**config.mk**
```make
export PLATFORM = sky130hd
export DESIGN_NAME = hcbp_back
export DESIGN_NICKNAME = d
export VERILOG_FILES = /design/src/design/hcbp_pkg.sv /design/src/design/hcbp_back.sv
export SDC_FILE = /design/constraint.sdc
export NUM_CORES = 1
export LEC_CHECK = 0
export CAP_MARGIN = 20
export CORE_ASPECT_RATIO = 1.5
export CORE_MARGIN = 2
export CORE_UTILIZATION = 45
export CTS_BUF_LIST = sky130_fd_sc_hd__clkbuf_4 sky130_fd_sc_hd__clkbuf_8
export CTS_CLUSTER_SIZE = 28
export DETAILED_ROUTE_END_ITERATION = 10
export DONT_BUFFER_PORTS = 1
export PLACE_DENSITY_LB_ADDON = 0.2
export SYNTH_ARGS = -nofsm -noshare
export SYNTH_HDL_FRONTEND = slang
export SYNTH_SLANG_ARGS = --single-unit
```
**constraint.sdc**
```tcl
create_clock -name i_clk -period 3 [get_ports i_clk]
set_input_delay 0.15 -clock i_clk [delete_from_list [all_inputs] [get_ports i_clk]]
set_output_delay 0.15 -clock i_clk [all_outputs]
set_load 0.01 [all_outputs]
```
**src/design/hcbp_pkg.sv**
```systemverilog
// ----------------------------------------------------------------------------
// hcbp_pkg
// Types and constants of the codebook bit packer.
// ----------------------------------------------------------------------------
package hcbp_pkg;

    localparam int MAX_CODE_LEN = 32;
    localparam int LEN_CAP_I    = (MAX_CODE_LEN < 32) ? MAX_CODE_LEN : 32;
    localparam logic [5:0] LEN_CAP = 6'(LEN_CAP_I);

    localparam int QUEUE_DEPTH = 4;
    localparam int QUEUE_AW    = $clog2(QUEUE_DEPTH);

    localparam logic [1:0] OP_BEGIN  = 2'd0;
    localparam logic [1:0] OP_LOAD   = 2'd1;
    localparam logic [1:0] OP_DATA   = 2'd2;
    localparam logic [1:0] OP_FINISH = 2'd3;

    typedef struct packed {
        logic [1:0]  operation;
        logic [8:0]  entry_count;
        logic [7:0]  symbol;
        logic [5:0]  code_length;
        logic [31:0] code_bits;
    } t_in;

    typedef struct packed {
        logic [7:0] out_byte;
        logic       byte_valid;
        logic       status;
        logic       last;
    } t_out;

    typedef struct packed {
        logic [1:0]  op;
        logic        hit;
        logic [5:0]  len;
        logic [31:0] code;
    } t_job;

endpackage

```
**src/design/hcbp_back.sv**
```systemverilog
// ----------------------------------------------------------------------------
// hcbp_back
// Emitter: holds the partial byte, expands each job into result bytes and
// drives the registered output channel.
// ----------------------------------------------------------------------------
module hcbp_back (
    input  logic           i_clk,
    input  logic           i_rst_n,
    input  logic           i_empty,
    input  hcbp_pkg::t_job i_head,
    output logic           o_pop,
    output logic           o_valid,
    input  logic           i_stall,
    output hcbp_pkg::t_out o_data
);
    import hcbp_pkg::*;

    logic [39:0] r_acc;
    logic [2:0]  r_cnt;
    logic        r_bvalid;
    logic        r_status;
    logic [6:0]  r_pend;
    logic [2:0]  r_pc;
    logic        r_out_valid;
    t_out        r_out;

    logic [39:0] n_acc;
    logic [2:0]  n_cnt;
    logic        n_bvalid;
    logic        n_status;
    logic [6:0]  n_pend;
    logic [2:0]  n_pc;

    logic        emit;
    logic [39:0] sh;
    logic [39:0] rem;
    logic [6:0]  total;
    logic [2:0]  full;
    logic [2:0]  pad;
    logic [6:0]  nbytes;

    assign emit  = (r_cnt != 3'd0) && (!r_out_valid || !i_stall);
    assign o_pop = !i_empty && ((r_cnt == 3'd0) || (r_cnt == 3'd1 && emit));

    assign sh     = ({8'd0, i_head.code} << r_pc) | {33'd0, r_pend};
    assign total  = 7'(r_pc) + 7'(i_head.len);
    assign full   = total[5:3];
    assign rem    = sh >> {full, 3'b000};
    assign pad    = 3'(3'd0 - r_pc);
    assign nbytes = (7'(i_head.len) + 7'd7) >> 3;

    always_comb begin
        n_acc    = '0;
        n_cnt    = 3'd1;
        n_bvalid = 1'b1;
        n_status = 1'b0;
        n_pend   = r_pend;
        n_pc     = r_pc;
        unique case (i_head.op)
            OP_BEGIN: begin
                n_acc  = {32'd0, i_head.code[7:0]};
                n_pend = '0;
                n_pc   = '0;
            end
            OP_LOAD: begin
                n_acc = {i_head.code, 2'b00, i_head.len};
                n_cnt = 3'(7'd1 + nbytes);
            end
            OP_DATA: begin
                if (!i_head.hit) begin
                    n_bvalid = 1'b0;
                    n_status = 1'b1;
                end else if (full == 3'd0) begin
                    n_bvalid = 1'b0;
                    n_pend   = rem[6:0];
                    n_pc     = total[2:0];
                end else begin
                    n_acc  = sh;
                    n_cnt  = full;
                    n_pend = rem[6:0];
                    n_pc   = total[2:0];
                end
            end
            OP_FINISH: begin
                if (r_pc != 3'd0) begin
                    n_acc = {24'd0, 5'd0, pad, 1'b0, r_pend};
                    n_cnt = 3'd2;
                end else begin
                    n_acc = {37'd0, pad};
                end
                n_pend = '0;
                n_pc   = '0;
            end
        endcase
    end

    always_ff @(posedge i_clk) begin
        if (!i_rst_n) begin
            r_cnt       <= '0;
            r_pend      <= '0;
            r_pc        <= '0;
            r_out_valid <= 1'b0;
        end else begin
            if (o_pop) begin
                r_cnt  <= n_cnt;
                r_pend <= n_pend;
                r_pc   <= n_pc;
            end else if (emit) begin
                r_cnt <= r_cnt - 3'd1;
            end
            if (emit) begin
                r_out_valid <= 1'b1;
            end else if (!i_stall) begin
                r_out_valid <= 1'b0;
            end
        end
    end

    always_ff @(posedge i_clk) begin
        if (o_pop) begin
            r_acc    <= n_acc;
            r_bvalid <= n_bvalid;
            r_status <= n_status;
        end else if (emit) begin
            r_acc <= r_acc >> 8;
        end
        if (emit) begin
            r_out.out_byte   <= r_acc[7:0];
            r_out.byte_valid <= r_bvalid;
            r_out.status     <= r_status;
            r_out.last       <= (r_cnt == 3'd1);
        end
    end

    assign o_valid = r_out_valid;
    assign o_data  = r_out;

endmodule

```
==> results.tsv, run 1 <==
metric	value	unit
status	completed	
netlist_instances	540	
io_buffers	0	
rsz0062_at_grt	false	
dieArea	12300	um2
clk_pin_slew	0.09	ns
first_global_vias	4379	
postRouteWirelength	17.0	mm
worst_setup_path_start_kind	register	
crit_type	register to register	
switching_power	1.44	mW
p_sw_share	37.6	%
clock.fmax	353	MHz
setup_tns	0	ns
htree_levels	3	
internal_power	2.38	mW
synth-main-ff-cell	edfxtp_1	
rr_worst_depth	8	
clock-sinks	67	
holdPathStages	2	
dpl.cell_count	672	
synth-warning-count	0	
final_common_cell	edfxtp_1	
fin_area	5540	um2
first_pass_iters	8	
synth_top_cell_by_area	edfxtp_1	
dr.first_iter.drc_count	546	
place_hpwl	12.4	mm
yosys_register_bits	67	
arrival	2.95	ns
diodes	0	
yosysTopAreaCellShare	30.9	%
dpl-instance-area	5310	um2
whs_endpoint	r_acc[19]	
drc_errors	0	
seq_power_share	47.2	%
drv_slew	0	
maxSlewHeadroom	46.1	%
reg2reg_slack	0.16	ns
cp-end-kind	register	
antenna_found_initial	0	
synth_area	5150	um2
post-cts-setup-buffers	0	
ir_worst_vdd	0.000367	V
drive_gt1_share	14.8	%
finalCritPeriodShare	94.5	%
rr_endpoint	r_acc[0]	
cts_buffers	9	
instances_no_fill	694	
detail_route.wl_per_cell	24.5	um
fp.dieH	135	um
root_buffer	clkbuf_8	
die_x	91.4	um
finish.utilization	49.9	%
p_leak	1.95	nW
p_comb_share	34.3	%
setup_viol	0	
finalCriticalPeriod	2.84	ns
start_util	46.3	%
clk_latency	0.36	ns
critPathMaxFanout	7	
totalPowerFinal	3.82	mW
worst_pin_slew	0.809	ns
ant_nets	0	
hold_path_startpoint	i_head[11]	
rr_startpoint	r_pc[0]	
vias	4640	
grt_max_degree	45	
hold_class	input pin to register	
synth-seq-area-share	36.3	%
core	11100	um2
synth_area_leaders	edfxtp_1 31%, mux2i_1 9.5%, dfxtp_1 5.4%, o21ai_0 4.3%, mux4_2 3.9%	
drv_cap	0	
avgViaCountPerCell	6.69	
clock_path_buffers	2	
fin_skew	0.00893	ns
synth_cell_types	73	
powerDensity	689	nW/um2
syn_area_per_cell	9.54	um2
place_congestion	0.932	
grt-ovfl-total	0	
synthesis.nets	599	
grt_pass1_wl	25.5	mm
floorplan.rows	47	
hold_viol	0	
ctsResizeCount	0	
mostFrequentLayoutCells	53 x edfxtp_1, 49 x mux2i_1, 46 x nor2_1	
synth-edff-count	53	
nets	601	
synthArstFlopShare	0	%
cts_tree	built	
grt_use_total	27.4	%
area_delta_synth_final	7.63	%
clkPwrFrac	18.6	%
required	3.11	ns
ios	58	
cells in the mapped netlist (3+ instances only):
master	instances
a211oi_1	5
a21oi_1	39
a221o_1	3
a221oi_1	9
a22o_1	4
a22oi_1	26
a31oi_1	7
a32oi_1	3
and2_1	4
and3_1	5
buf_2	12
buf_4	4
buf_6	3
clkbuf_1	15
dfxtp_1	14
edfxtp_1	53
ha_1	13
inv_1	17
mux2_2	15
mux2i_1	49
mux4_2	9
nand2_1	38
nand2b_1	3
nand3_1	11
nand4_1	4
nor2_1	46
nor2_2	3
nor2b_1	6
nor3_1	6
o21ai_0	44
o21ai_1	11
xnor2_1	5
power by group through the flow:
stage / combinational, mW / clock (mW) / sequential (mW)
after global placement: 1.26 / 0 / 1.82
after floorplan: 0.894 / 0 / 1.77
after CTS: 1.30 / 0.716 / 1.80
after global routing: 1.43 / 0.756 / 1.83
final: 1.31 / 0.709 / 1.80
after detailed placement: 1.29 / 0 / 1.82
timing repair:
action | in CTS | in global routing
hold buffers | 6 | 0
hold endpoints to repair | 10 | 0
endpoints found under the setup margin | 0 | 0
state kept, by name, summed over array words and instances, names as in the netlist:
| signal | count |
|---|---|
| r_cnt | 3 |
| o_valid | 1 |
| r_pend | 7 |
| r_pc | 3 |
| r_acc | 40 |
| r_status | 1 |
| o_data | 11 |
| r_bvalid | 1 |
metal layers:
metal  share of wire (%)  global-route usage (%)  up-vias
li1                    -                       -     2080
met1                  37                    31.2     2217
met2                  50                    47.9      284
met3                 7.9                    6.25       59
met4                 5.1                    13.9        0
met5                   0                       0        -
worst max-delay path by stage:
stage                endpoint      from
floorplan            r_cnt[2]  r_cnt[0]
global placement    r_acc[33]   r_pc[0]
detailed placement   r_acc[0]   r_pc[0]
CTS                  r_acc[0]   r_pc[0]
global route         r_acc[0]   r_pc[0]
finish               r_acc[0]   r_pc[0]
worst max-delay path: stages (launching register included):
cell and delay (ns):
dfxtp_2 0.33, ha_1 0.24, fa_1 0.42, a21o_1 0.18, nor3b_1 0.18, a211oi_2 0.42
or2_0 0.46, o21ai_1 0.15, a22o_1 0.20
area by class of cell:
class / count / area, um2
tap: 147 / 184
clock buffer: 9 / 124
sequential: 67 / 1870
inverter: 19 / 71.3
multi-input combinational: 416 / 2990
timing repair buffer: 29 / 245
fill: 1032 / 5570
clock inverter: 7 / 52.6
logic make-up after synthesis:
logic type / synth area share [%]
AOI/OAI and AO/OA: 23.4
and+or+nand+nor: 12.8
muxes: 17.2
DFF: 36.3
buffers and inverters: 5.71
adders and majority gates: 3.55
xor gates and xnor gates: 1.02
through the flow:
stage / hold WS (ns) / worst slack, ns
floorplan: 0.299 / 0.300
global placement: 0.287 / 0.336
detailed placement: 0.291 / 0.256
CTS: 0.00269 / 0.220
global route: 0.00590 / 0.107
finish: 0.0148 / 0.164
Power figures use the tool's default switching activity.
==> run 2, diff against run 1 <==
--- a/config.mk
+++ b/config.mk
@@ -7,7 +7,7 @@
 export LEC_CHECK = 0
 export CAP_MARGIN = 20
 export CORE_ASPECT_RATIO = 1.5
-export CORE_MARGIN = 2
+export CORE_MARGIN = 5
 export CORE_UTILIZATION = 45
 export CTS_BUF_LIST = sky130_fd_sc_hd__clkbuf_4 sky130_fd_sc_hd__clkbuf_8
 export CTS_CLUSTER_SIZE = 28
==> results.tsv, run 2 (synthesized netlist as in run 1, its figures left out) <==
metric	value	unit	change
hold_class	input pin to register		
required	3.11	ns	about the same
place_congestion	0.972		+4.3%
final_common_cell	edfxtp_1		
die_x	97.4	um	+6.6%
holdPathStages	2		unchanged
rr_worst_depth	8		unchanged
p_leak	1.97	nW	+1.1%
ios	58		unchanged
arrival	2.91	ns	-0.04 ns
finalCriticalPeriod	2.79	ns	-0.0435 ns
nets	605		+0.67%
cts_tree	built		
powerDensity	698	nW/um2	+1.3%
core	11400	um2	+2.1%
dr.first_iter.drc_count	397		-27%
crit_type	register to register		
drv_cap	0		unchanged
worst_pin_slew	0.794	ns	-0.0150 ns
drive_gt1_share	14.5	%	-0.29 points
instances_no_fill	701		+1.0%
setup_tns	0	ns	unchanged
maxSlewHeadroom	47.1	%	+1.0 points
p_comb_share	34.3	%	about the same
clk_latency	0.37	ns	about the same
io_buffers	0		unchanged
place_hpwl	12.4	mm	about the same
drv_slew	0		unchanged
grt_max_degree	45		unchanged
diodes	0		unchanged
fin_ws	0.208	ns	+0.0435 ns
dpl.cell_count	676		+0.60%
ant_nets	0		unchanged
rsz0062_at_grt	false		
top_register	r_acc		
vias	4597		-0.93%
path_cells	ha_1, fa_1, a21o_1, nor3b_1, a211oi_2, or2_0, o21ai_1, a22o_1		
area_delta_synth_final	8.87	%	
clk_pin_slew	0.09	ns	about the same
postRouteWirelength	16.9	mm	-0.68%
crit_buf_inv	0		unchanged
grt_use_total	24.5	%	-2.9 points
seq_power_share	46.2	%	-1.0 points
mostFrequentLayoutCells	53 x edfxtp_1, 49 x mux2i_1, 46 x nor2_1		
finalCritPeriodShare	93.1	%	-1.4 points
path_delay_family	compound AO/OA/AOI/OAI gates		
post-cts-setup-buffers	0		unchanged
detail_route.wl_per_cell	24.1	um	-1.7%
drc_errors	0		unchanged
pre_cts_slack	0.213	ns	-0.0429 ns
ctsResizeCount	0		unchanged
dpl-instance-area	5330	um2	+0.35%
floorplan.rows	48		+2.1%
ir_worst_vdd	0.000422	V	+15%
switching_power	1.43	mW	-0.85%
clock.fmax	358	MHz	+1.6%
htree_levels	3		unchanged
fin_skew	0.0154	ns	+0.00645 ns
largest_reg_flops	40		unchanged
fp.dieH	141	um	+4.4%
antenna_found_initial	0		unchanged
cp-end-kind	register		
fin_area	5610	um2	+1.2%
cts_buffers	9		unchanged
worst_setup_path_start_kind	register		
critPathMaxFanout	7		unchanged
avgViaCountPerCell	6.56		-1.9%
clock_path_buffers	2		unchanged
clock-sinks	67		unchanged
start_util	45.4	%	-0.97 points
internal_power	2.49	mW	+4.4%
status	completed		
grt_pass1_wl	26.0	mm	+2.0%
first_global_vias	4610		+5.3%
hold_viol	0		unchanged
crit_path_max_incr_delay	0.49	ns	+0.03 ns
grt-ovfl-total	0		unchanged
n_fill_cell	1058		+2.5%
first_pass_iters	5		-3
p_sw_share	36.4	%	-1.2 points
dieArea	13700	um2	+11%
root_buffer	clkbuf_8		
cp_num_cells	8		unchanged
clkPwrFrac	19.5	%	+0.9 points
setup_viol	0		unchanged
cpMaxStageDelayCell	or2_0		
run 2: cell count changes in the layout (fill, tap and decap cells not counted), sizes merged:
cell,previous run,this run
buf,23,24
bufinv,0,1
dlygate4sd3,6,9
inv,19,18
run 2: power groups by stage:
stage	logic (mW)	registers (mW)	clock network, mW
global placement	1.32	1.81	0
CTS	1.35	1.81	0.772
floorplan	0.894	1.77	0
finish	1.34	1.81	0.764
global route	1.47	1.84	0.818
detailed placement	1.33	1.83	0
run 2: final cells by class:
class	instances	area (um2)	area share, %
tap	150	188	3.35
multi-input combinational	416	3000	53.5
clock inverter	7	67.6	1.20
inverter	19	71.3	1.27
timing repair buffer	33	283	5.04
sequential	67	1870	33.4
clock buffer	9	124	2.21
run 2: metrics by stage:
stage / power (mW) / hold slack [ns] / utilization, %
final: 3.92 / 0.0107 / 49.4
after floorplan: 2.66 / 0.299 / -
after detailed placement: 3.16 / 0.288 / 46.9
after CTS: 3.93 / 0.00222 / 49.4
after global placement: 3.13 / 0.288 / 46.9
after global routing: 4.13 / 0.00766 / 49.4
run 2: metal layers:
metal  vias up  wire length (um)  GRT usage (%)
met5         -                 0              0
met4         0              1140           16.9
met3        66              1040           5.05
met2       210              8460           42.9
met1      2235              6230           26.3
li1       2086                 -              -
run 2: repair_timing:
action,in CTS,in global routing
endpoints found under the setup margin,0,0
hold buffers,9,0
endpoints found under the hold margin,13,0
run 2: worst paths after layout:
| check | start | slack [ns] | end |
|---|---|---|---|
| setup reg to reg | r_pc[0] | 0.21 | r_acc[3] |
| hold reg to reg | r_acc[4] | 0.42 | o_data[7] |
| setup / recovery | r_pc[0] | 0.21 | r_acc[3] |
| hold / removal | i_head[17] | 0.01 | r_acc[25] |
