**config.mk**
```make
export PLATFORM = sky130hd
export DESIGN_NAME = hcbp_queue
export DESIGN_NICKNAME = d
export VERILOG_FILES = /design/src/design/hcbp_pkg.sv /design/src/design/hcbp_queue.sv
export SDC_FILE = /design/constraint.sdc
export NUM_CORES = 1
export LEC_CHECK = 0
export BUFFER_PORTS_ARGS = -buffer_cell sky130_fd_sc_hd__buf_2
export CORE_ASPECT_RATIO = 1.5
export CORE_MARGIN = 2
export CORE_UTILIZATION = 50
export CTS_CLUSTER_DIAMETER = 120
export DETAILED_ROUTE_END_ITERATION = 12
export GPL_ROUTABILITY_DRIVEN = 0
export MAX_ROUTING_LAYER = met4
export PLACE_DENSITY = 0.8
export SETUP_SLACK_MARGIN = 0.2
export SYNTH_ARGS = -nofsm -noshare
export SYNTH_HDL_FRONTEND = slang
export SYNTH_SLANG_ARGS = --single-unit
```
**constraint.sdc**
```tcl
create_clock -name i_clk -period 3.26 [get_ports i_clk]
set_input_delay 0 -clock i_clk [delete_from_list [all_inputs] [get_ports i_clk]]
set_output_delay 0 -clock i_clk [all_outputs]
set_load 0.01 [all_outputs]
```
**src/design/hcbp_pkg.sv**
```systemverilog
// ----------------------------------------------------------------------------
// hcbp_pkg
// Types and constants of the codebook bit packer.
// ----------------------------------------------------------------------------
package hcbp_pkg;

    localparam int MAX_CODE_LEN = 32;
    localparam int LEN_CAP_I    = (MAX_CODE_LEN < 32) ? MAX_CODE_LEN : 32;
    localparam logic [5:0] LEN_CAP = 6'(LEN_CAP_I);

    localparam int QUEUE_DEPTH = 4;
    localparam int QUEUE_AW    = $clog2(QUEUE_DEPTH);

    localparam logic [1:0] OP_BEGIN  = 2'd0;
    localparam logic [1:0] OP_LOAD   = 2'd1;
    localparam logic [1:0] OP_DATA   = 2'd2;
    localparam logic [1:0] OP_FINISH = 2'd3;

    typedef struct packed {
        logic [1:0]  operation;
        logic [8:0]  entry_count;
        logic [7:0]  symbol;
        logic [5:0]  code_length;
        logic [31:0] code_bits;
    } t_in;

    typedef struct packed {
        logic [7:0] out_byte;
        logic       byte_valid;
        logic       status;
        logic       last;
    } t_out;

    typedef struct packed {
        logic [1:0]  op;
        logic        hit;
        logic [5:0]  len;
        logic [31:0] code;
    } t_job;

endpackage

```
**src/design/hcbp_queue.sv**
```systemverilog
// ----------------------------------------------------------------------------
// hcbp_queue
// Short job queue between the front end and the emitter.
// ----------------------------------------------------------------------------
module hcbp_queue (
    input  logic           i_clk,
    input  logic           i_rst_n,
    input  logic           i_push,
    input  hcbp_pkg::t_job i_job,
    output logic           o_full,
    input  logic           i_pop,
    output logic           o_empty,
    output hcbp_pkg::t_job o_head
);
    import hcbp_pkg::*;

    t_job                r_mem [QUEUE_DEPTH];
    logic [QUEUE_AW-1:0] r_wptr;
    logic [QUEUE_AW-1:0] r_rptr;
    logic [QUEUE_AW:0]   r_count;

    logic do_push;
    logic do_pop;

    assign o_full  = (r_count == (QUEUE_AW+1)'(QUEUE_DEPTH));
    assign o_empty = (r_count == '0);
    assign o_head  = r_mem[r_rptr];
    assign do_push = i_push && !o_full;
    assign do_pop  = i_pop && !o_empty;

    always_ff @(posedge i_clk) begin
        if (!i_rst_n) begin
            r_wptr  <= '0;
            r_rptr  <= '0;
            r_count <= '0;
        end else begin
            if (do_push) begin
                r_wptr <= r_wptr + 1'b1;
            end
            if (do_pop) begin
                r_rptr <= r_rptr + 1'b1;
            end
            if (do_push && !do_pop) begin
                r_count <= r_count + 1'b1;
            end else if (do_pop && !do_push) begin
                r_count <= r_count - 1'b1;
            end
        end
    end

    always_ff @(posedge i_clk) begin
        if (do_push) begin
            r_mem[r_wptr] <= i_job;
        end
    end

endmodule

```
==> results of run 1 <==
## cell families after synthesis
logic type               Yosys count  synth area share (%)
flip-flops                       173                 79.07
AND/OR/NAND/NOR                   17                 1.570
XOR/XNOR                           4                0.5427
adder cells (fa/ha/maj)            6                 1.279
buffers and inverters             15                 2.190
multiplexers                      44                 14.83
AO/OA/AOI/OAI                      4                0.5232
## state kept, by name, indices dropped and copies added (netlist names), named ones only
| register | count |
|---|---|
| r_rptr | 2 |
| r_wptr | 2 |
| r_mem | 164 |
| r_count | 3 |
## worst max-delay path, delay by kind of cell (launching register included)
kind	cells	cell delay, ns
compound gates	1	0.16
fa+ha+maj	2	0.66
buf+inv	1	0.06
simple gates	3	0.86
xor+xnor	1	0.16
flops	1	0.50
## synthesized netlist by cell type (all sizes together), types with 2 or more instances
cell / instances / share of area (%)
inv: 3 / 0.17
nor2b: 2 / 0.19
and2: 8 / 0.78
xnor2: 3 / 0.41
mux4: 41 / 14
buf: 11 / 2.0
ha: 5 / 0.97
mux2i: 3 / 0.47
edfxtp: 164 / 76
dfxtp: 9 / 2.8
nand2: 4 / 0.23
## path summary, 6_finish.rpt
kind / start / slack (ns) / to
setup / recovery: r_count[0] / 0.79 / r_count[2]
hold / removal: i_pop / 0.04 / r_rptr[0]
setup reg to reg: r_count[0] / 0.79 / r_count[2]
hold reg to reg: r_wptr[1] / 0.51 / r_wptr[1]
## area by class of cell
| cell class | count | area, um2 |
|---|---|---|
| Sequential cell | 173 | 5110 |
| Fill cell | 860 | 4553 |
| Multi-Input combinational cell | 75 | 1215 |
| Timing Repair Buffer | 137 | 915.9 |
| Clock buffer | 18 | 429.2 |
| Tap cell | 156 | 195.2 |
| Clock inverter | 13 | 145.1 |
| Inverter | 3 | 11.26 |
## metal layers
| layer | share of wire [%] | wire length (um) |
|---|---|---|
| met5 | 0 | 0 |
| met2 | 55 | 6661 |
| met4 | 3.2 | 391 |
| met1 | 37 | 4517 |
| met3 | 4.2 | 503 |
## placed cells by master (no fill, tap or decap), drive strengths merged
master,count
clkbuf,18
a21boi,1
dlygate4sd3,42
nor2b,2
bufinv,2
o311ai,1
mux2i,3
buf,95
nand2,4
and2,8
fa,1
edfxtp,164
ha,5
clkinv,5
mux4,41
or3,1
clkinvlp,5
nor3b,1
o21ai,1
inv,4
dfxtp,9
xnor2,3
nor3,1
xor2,1
o31ai,1
## through the flow
stage / instance area (um2) / setup WS (ns) / power, mW / hold slack, ns
2_1_floorplan: 6456 / 1.027 / 3.831 / 0.09887
3_3_place_gp: 7027 / 0.9998 / 4.173 / 0.2128
3_5_place_dp: 7027 / 0.8046 / 4.218 / 0.2196
4_1_cts: 8021 / 0.7917 / 6.182 / 0.02303
5_1_grt: 8021 / 0.6293 / 6.365 / 0.05579
6_report: 8021 / 0.7941 / 6.127 / 0.03516
## power by group through the flow
stage          clock [mW]  combinational [mW]  sequential, mW
3_3_place_gp            0                1.18            2.99
4_1_cts              1.96                1.25            2.97
5_1_grt              2.03                1.32            3.01
3_5_place_dp            0                1.21            3.01
6_report             1.92                1.24            2.96
2_1_floorplan           0                1.02            2.81
## timing repair
| item | in CTS | in global routing |
|---|---|---|
| setup endpoints to repair | 0 | 0 |
| hold endpoints to repair | 173 | 0 |
| hold buffers | 42 | 0 |
==> results.cfg, run 1 <==
[worst_setup_path]
crit_path_max_incr_delay_ns = 0.50
critical_path_class = reg -> reg
cp_max_fo = 7
crit_path_end_kind = register
cp_slowest_cell = dfxtp_1
path_cells = nor3b_2 -> nor2b_1 -> ha_1 -> inv_1 -> fa_1 -> xor2_1 -> or3_1 -> a21boi_0
arrival_ns = 2.81
setup.worst_path.start_class = register
r2r_cells = 8
required_ns = 3.60

[drt]
drtPass1Iterations = 5
totalWireLength_um = 12070
drc_errors = 0
drt-vias-per-instance = 5.386
vias = 3097
wire_per_inst_um = 21.00
drtAntennaViolNets = 0
drtIter0Drc = 250

[layout]
fin_util_pct = 63.79
area_growth_pct = 24.24
diodes = 0
stdcell_count = 575
drive_gt1_share_pct = 41.05
final_net_count = 458

[yosys]
synth_seq_cells = 173
yosys.cell_types.count = 25
yosysWarnings = 0
synth_area_mm2 = 0.006456
yosysSeqAreaShare_pct = 79.07
synth_nets = 314
synth-edff-count = 164
synth_cells = 263
synth-main-ff-cell = edfxtp_1
synthArstFlopShare_pct = 0
avgSynthCellArea_um2 = 24.55

[power_and_ir_drop]
p_sw_mw = 1.604
p_int_mw = 4.522
p_seq_share_pct = 48.3
p_sw_share_pct = 26.19
p_leak_nw = 2.755
p_comb_share_pct = 20.3
ir_drop_v = 0.0005304
p_clk_share_pct = 31.4
p_per_area_mw_per_mm2 = 763.8

[global_routing]
use_met2_pct = 31.87
grt_use_total_pct = 19.02
grt_util_met3_pct = 4.307
busiest_layer = met2
met1_usage_pct = 21.47
grt_max_degree = 42
grt_pass1_wl_um = 18720
grt_pass1_vias = 3371
grt_antenna_before_repair = 0
overflow = 0

[timing]
maxSlewHeadroom_pct = 29.41
tns_ns = 0
finalHoldViolations = 0
finalCritPeriodShare_pct = 75.64
rsz0062_at_grt = false
fin_crit_ns = 2.466
fmax_mhz = 405.5
setup-violations-final = 0
finalMaxSlewViolations = 0
finClkSkew_ns = 0.005664
max_slew.worst_pin.slew_ns = 1.059

[floorplan]
die_x_um = 96.78
rows = 50
start_util_pct = 51.34
ios = 88
core_mm2 = 0.01257
die_area_mm2 = 0.01386
die_height_um = 143.2

[placement]
io_buffers = 87
place_inst = 502
place_hpwl_um = 7193

[cts]
cts.repair.resized = 0
path_clk_slew_ns = 0.06
tritoncts = built
clockBufferDepth = 2
clock_latency_ns = 0.41
numCtsBuffers = 17
htreeDepth = 4
cts_sinks = 173
cts-root-buf = clkbuf_16
post_cts_buffers = 0

[hold_path]
holdPathStages = 4
hold_path_class = in -> reg

[run_status]
status = completed

[run]
max-cap-violations = 0
No activity file was read; power rests on OpenSTA's default activity.
==> run 2, diff against run 1 <==
--- a/config.mk
+++ b/config.mk
@@ -13,7 +13,7 @@
 export DETAILED_ROUTE_END_ITERATION = 12
 export GPL_ROUTABILITY_DRIVEN = 0
 export MAX_ROUTING_LAYER = met4
-export PLACE_DENSITY = 0.8
+export PLACE_DENSITY = 0.83
 export SETUP_SLACK_MARGIN = 0.2
 export SYNTH_ARGS = -nofsm -noshare
 export SYNTH_HDL_FRONTEND = slang
==> constraint.sdc (replaced) <==
create_clock -name i_clk -period 2.2 [get_ports i_clk]
set_input_delay 0 -clock i_clk [delete_from_list [all_inputs] [get_ports i_clk]]
set_output_delay 0 -clock i_clk [all_outputs]
set_load 0.01 [all_outputs]
==> run 2 against run 1 <==
Global-route usage shrank 1.5 points. Clock skew rose by 0.0019 ns. First-iteration DRC count shrank 9.6%. Maximum frequency is 23% higher. Critical path depth is the same. Register-to-register slack worse by 0.60 ns. Combinational power rose by 73%. Clock power up 58%. Setup slack got worse by 0.60 ns. Cell count increased by 1.4%. Sequential power increased by 42%. Utilization is 1.1 points higher. Largest power group unchanged.
==> results.cfg, run 2 (synthesis gave the netlist of run 1 again) <==
[run_status]
status = completed

[global_routing]
busiest_layer = met2
grt_max_degree = 28
grt_pass1_wl_um = 17440
grt_antenna_before_repair = 0
grt_pass1_vias = 3310
overflow = 0
met1_usage_pct = 19.69
grt_use_total_pct = 17.48
grt_util_met3_pct = 4.748
use_met2_pct = 29.75

[drt]
wire_per_inst_um = 19.40
totalWireLength_um = 11310
drc_errors = 0
drt-vias-per-instance = 5.319
vias = 3101
drtPass1Iterations = 4
drtIter0Drc = 226
drtAntennaViolNets = 0

[cts]
numCtsBuffers = 17
cts-root-buf = clkbuf_16
htreeDepth = 4
cts_sinks = 173
path_clk_slew_ns = 0.06
tritoncts = built
clockBufferDepth = 2
clock_latency_ns = 0.42

[layout]
drive_gt1_share_pct = 43.33
diodes = 0
area_growth_pct = 26.34
reg_top3 = r_mem: 164 flops, r_count: 3 flops
final_net_count = 465
final_area_mm2 = 0.008157
layout_common_cells = edfxtp_1 (164), buf_2 (87), dlygate4sd3_1 (42), mux4_2 (40), clkbuf_16 (17)
top_register = r_mem
largest_reg_flops = 164
layout_commonest_cell = edfxtp_1
fillers = 786

[worst_setup_path]
critical_path_class = reg -> reg
setup.worst_path.start_class = register
crit_path_end_kind = register
required_ns = 2.53
arrival_ns = 2.34
cp_max_fo = 6

[floorplan]
core_mm2 = 0.01257
ios = 88
start_util_pct = 51.34
rows = 50
die_area_mm2 = 0.01386
die_x_um = 96.78
die_height_um = 143.2

[timing]
rsz0062_at_grt = true
tns_ns = 0
setup_ws_ns = 0.1939
maxSlewHeadroom_pct = 72.75
finalHoldViolations = 0
setup-violations-final = 0
finalCritPeriodShare_pct = 91.19
fin_crit_ns = 2.006
finClkSkew_ns = 0.007607
finalMaxSlewViolations = 0
fmax_mhz = 498.5
max_slew.worst_pin.slew_ns = 0.4087

[power_and_ir_drop]
power_mw = 9.374
ir_drop_v = 0.0008235
p_per_area_mw_per_mm2 = 1149
p_leak_nw = 2.832

[run]
max-cap-violations = 0

[placement]
place_hpwl_um = 6727
io_buffers = 87
dpl-instance-area_mm2 = 0.007088
pre_cts_ws_ns = 0.1068

[hold_path]
hold_path_class = in -> reg
[run 2: power breakdown]
part | internal, mW | leakage, nW | switching [mW]
combinational | 1.11 | 0.956 | 1.04
clock | 1.81 | 0.296 | 1.23
sequential | 4.02 | 1.58 | 0.172
[run 2: per-stage QoR]
step / utilization (%) / instances / hold WS (ns)
after floorplan: - / 263 / 0.09887
after global placement: 56.37 / 507 / 0.2094
after detailed placement: 56.37 / 507 / 0.2175
after CTS: 64.76 / 582 / 0.008117
after global routing: 64.87 / 583 / 0.09808
final: 64.87 / 583 / 0.07662
[run 2: worst max-delay path, stage by stage (launching register included)]
cell and delay, ns:
dfxtp_2 0.36, nor3b_4 0.17, nor2b_2 0.15, ha_2 0.19, inv_1 0.05, fa_1 0.38
xor2_1 0.17, or3_1 0.31, a21boi_1 0.14
[run 2: per-layer routing]
layer	wire length, um	part of all wire, %
met1	4594	41
met2	6051	53
met3	403	3.6
met4	261	2.3
met5	0	0
[run 2: worst paths after layout]
kind                            startpoint  cells past startpoint    endpoint  slack, ns
worst max-delay path            r_count[2]                      8  r_count[2]       0.19
worst min-delay path                 i_pop                      4    register       0.08
worst max register to register  r_count[2]                      8  r_count[2]       0.19
worst min register to register   r_wptr[0]                      2   r_wptr[0]       0.50
[run 2: area by class of cell]
type	count	area, um2	share of cell area (%)
Inverter	3	11.26	0.1381
Clock buffer	17	425.4	5.216
Multi-Input combinational cell	75	1235	15.14
Sequential cell	173	5119	62.76
Timing Repair Buffer	144	984.7	12.07
Tap cell	156	195.2	2.393
Clock inverter	15	186.4	2.286
[run 2: repair_timing]
item | CTS | global route
pin swaps | 1 | 3
gates resized for setup | 5 | 2
endpoints found under the hold margin | 173 | 0
setup endpoints to repair | 1 | 13
setup buffers | 1 | 1
hold buffers | 42 | 0
==> run 3, diff against run 2 <==
--- a/config.mk
+++ b/config.mk
@@ -8,12 +8,12 @@
 export BUFFER_PORTS_ARGS = -buffer_cell sky130_fd_sc_hd__buf_2
 export CORE_ASPECT_RATIO = 1.5
 export CORE_MARGIN = 2
-export CORE_UTILIZATION = 50
+export CORE_UTILIZATION = 25
 export CTS_CLUSTER_DIAMETER = 120
 export DETAILED_ROUTE_END_ITERATION = 12
 export GPL_ROUTABILITY_DRIVEN = 0
 export MAX_ROUTING_LAYER = met4
-export PLACE_DENSITY = 0.83
+export PLACE_DENSITY = 0.52
 export SETUP_SLACK_MARGIN = 0.2
 export SYNTH_ARGS = -nofsm -noshare
 export SYNTH_HDL_FRONTEND = slang
==> run 3 against run 2 <==
Non-clock buffer count grew 2. Worst hold slack lost 0.039 ns. Critical path depth shrank 1. Clock power shrank 2%. Total power is essentially flat. Cell count grew 31%. Combinational power grew 3%. Global-route usage shrank 7.3 points. Critical path type unchanged. Largest power group unchanged.
==> results.cfg, run 3 (synthesis gave the netlist of run 1 again) <==
[worst_setup_path]
required_ns = 2.56
r2r_slack_ns = 0.24
arrival_ns = 2.31
crit_path_max_incr_delay_ns = 0.38
cp_top_family = adder cells
cp_slowest_cell = dfxtp_4
critical_path_class = reg -> reg
setup.worst_path.start_class = register
crit_buf_inv = 1
path_cells = o31ai_4 -> ha_2 -> inv_1 -> fa_2 -> xor2_1 -> or3_1 -> a21boi_1
crit_path_end_kind = register
cp_max_fo = 5

[layout]
top_register = r_mem
layout_commonest_cell = edfxtp_1
drive_gt1_share_pct = 44.29
final_area_mm2 = 0.008393
layout_common_cells = edfxtp_1 (164), buf_2 (87), dlygate4sd3_1 (42), mux4_2 (40), clkbuf_16 (20)
reg_top3 = r_mem: 164 flops, r_count: 3 flops
fillers = 2529
diodes = 0
final_net_count = 467
stdcell_count = 762
area_growth_pct = 30.00
largest_reg_flops = 164

[global_routing]
grt_pass1_vias = 3420
grt_antenna_before_repair = 0
grt_max_degree = 26
overflow = 0
grt_use_total_pct = 10.18
grt_pass1_wl_um = 19420

[timing]
maxSlewHeadroom_pct = 72.06
fmax_mhz = 511.5
finalMaxSlewViolations = 0
setup-violations-final = 0
rsz0062_at_grt = true
max_slew.worst_pin.slew_ns = 0.4191
finClkSkew_ns = 0.01221
finalHoldViolations = 0
setup_ws_ns = 0.2448
tns_ns = 0
finalCritPeriodShare_pct = 88.87
fin_crit_ns = 1.955

[drt]
drtPass1Iterations = 4
vias = 3111
drt-vias-per-instance = 4.083
drtIter0Drc = 151
wire_per_inst_um = 16.77
totalWireLength_um = 12780
drtAntennaViolNets = 0
drc_errors = 0

[run_status]
status = completed

[cts]
clockBufferDepth = 2
clock_latency_ns = 0.43
cts-root-buf = clkbuf_16
path_clk_slew_ns = 0.07
cts_sinks = 173
htreeDepth = 4
tritoncts = built
numCtsBuffers = 17

[placement]
io_buffers = 87
dpl-instance-area_mm2 = 0.007322
place_inst = 684
place_hpwl_um = 7848
pre_cts_ws_ns = 0.1146

[floorplan]
core_mm2 = 0.02558
die_height_um = 200.8
ios = 88
die_area_mm2 = 0.02715
die_x_um = 135.2
start_util_pct = 25.23
rows = 72

[hold_path]
hold_path_class = in -> reg

[power_and_ir_drop]
ir_drop_v = 0.0005591
p_leak_nw = 2.849
p_comb_share_pct = 23.6
p_seq_share_pct = 44.7
p_clk_share_pct = 31.7
p_sw_mw = 2.528
p_per_area_mw_per_mm2 = 1117
p_int_mw = 6.850
p_sw_share_pct = 26.96

[run]
max-cap-violations = 0
==> run 3: path summary, 6_finish.rpt <==
check              from    endpoint  cells past startpoint
max          r_count[1]  r_count[2]                      7
min               i_pop    register                      4
max reg2reg  r_count[1]  r_count[2]                      7
min reg2reg   r_wptr[1]   r_wptr[1]                      2
==> run 3: final cells by class <==
cell class	count	area, um2	share of cell area [%]
clock inverters	11	86.33	1.029
flip-flops and latches	173	5119	60.99
repair buffers	146	1008	12.02
multi-input cells	75	1237	14.74
well taps	333	416.7	4.964
clock buffers	21	514.2	6.127
inverters	3	11.26	0.1342
==> run 3: worst min-delay path, stage by stage <==
cell,delay (ns)
buf_2,0.12
o311ai_1,0.10
xnor2_1,0.06
and2_1,0.15
==> run 3: power by group through the flow <==
stage	logic [mW]	registers (mW)	clock network (mW)
finish	2.21	4.19	2.98
global route	2.40	4.23	3.21
global placement	2.15	4.24	0
CTS	2.25	4.21	3.07
detailed placement	2.17	4.26	0
floorplan	1.53	4.16	0
==> run 3: per-stage QoR <==
stage	utilization, %	power (mW)	hold slack (ns)
after floorplan	-	5.687	0.09887
after global placement	28.62	6.384	0.2125
after detailed placement	28.62	6.435	0.2194
after CTS	32.71	9.529	0.005368
after global routing	32.81	9.843	0.06623
final	32.81	9.378	0.03723
==> run 3: per-layer routing <==
metal	wire length, um	track usage (%)	vias up
met5	0	-	-
met4	221	4.241	0
met3	390	2.727	17
met2	6793	17.20	61
met1	5368	11.29	1630
li1	-	-	1403
==> run 3: repair_timing <==
action,4_1_cts,5_1_grt
pin swaps,2,3
endpoints found under the setup margin,1,1
cloned,0,0
setup buffers,1,3
resized for setup,6,1
endpoints found under the hold margin,173,0
hold buffers,42,0
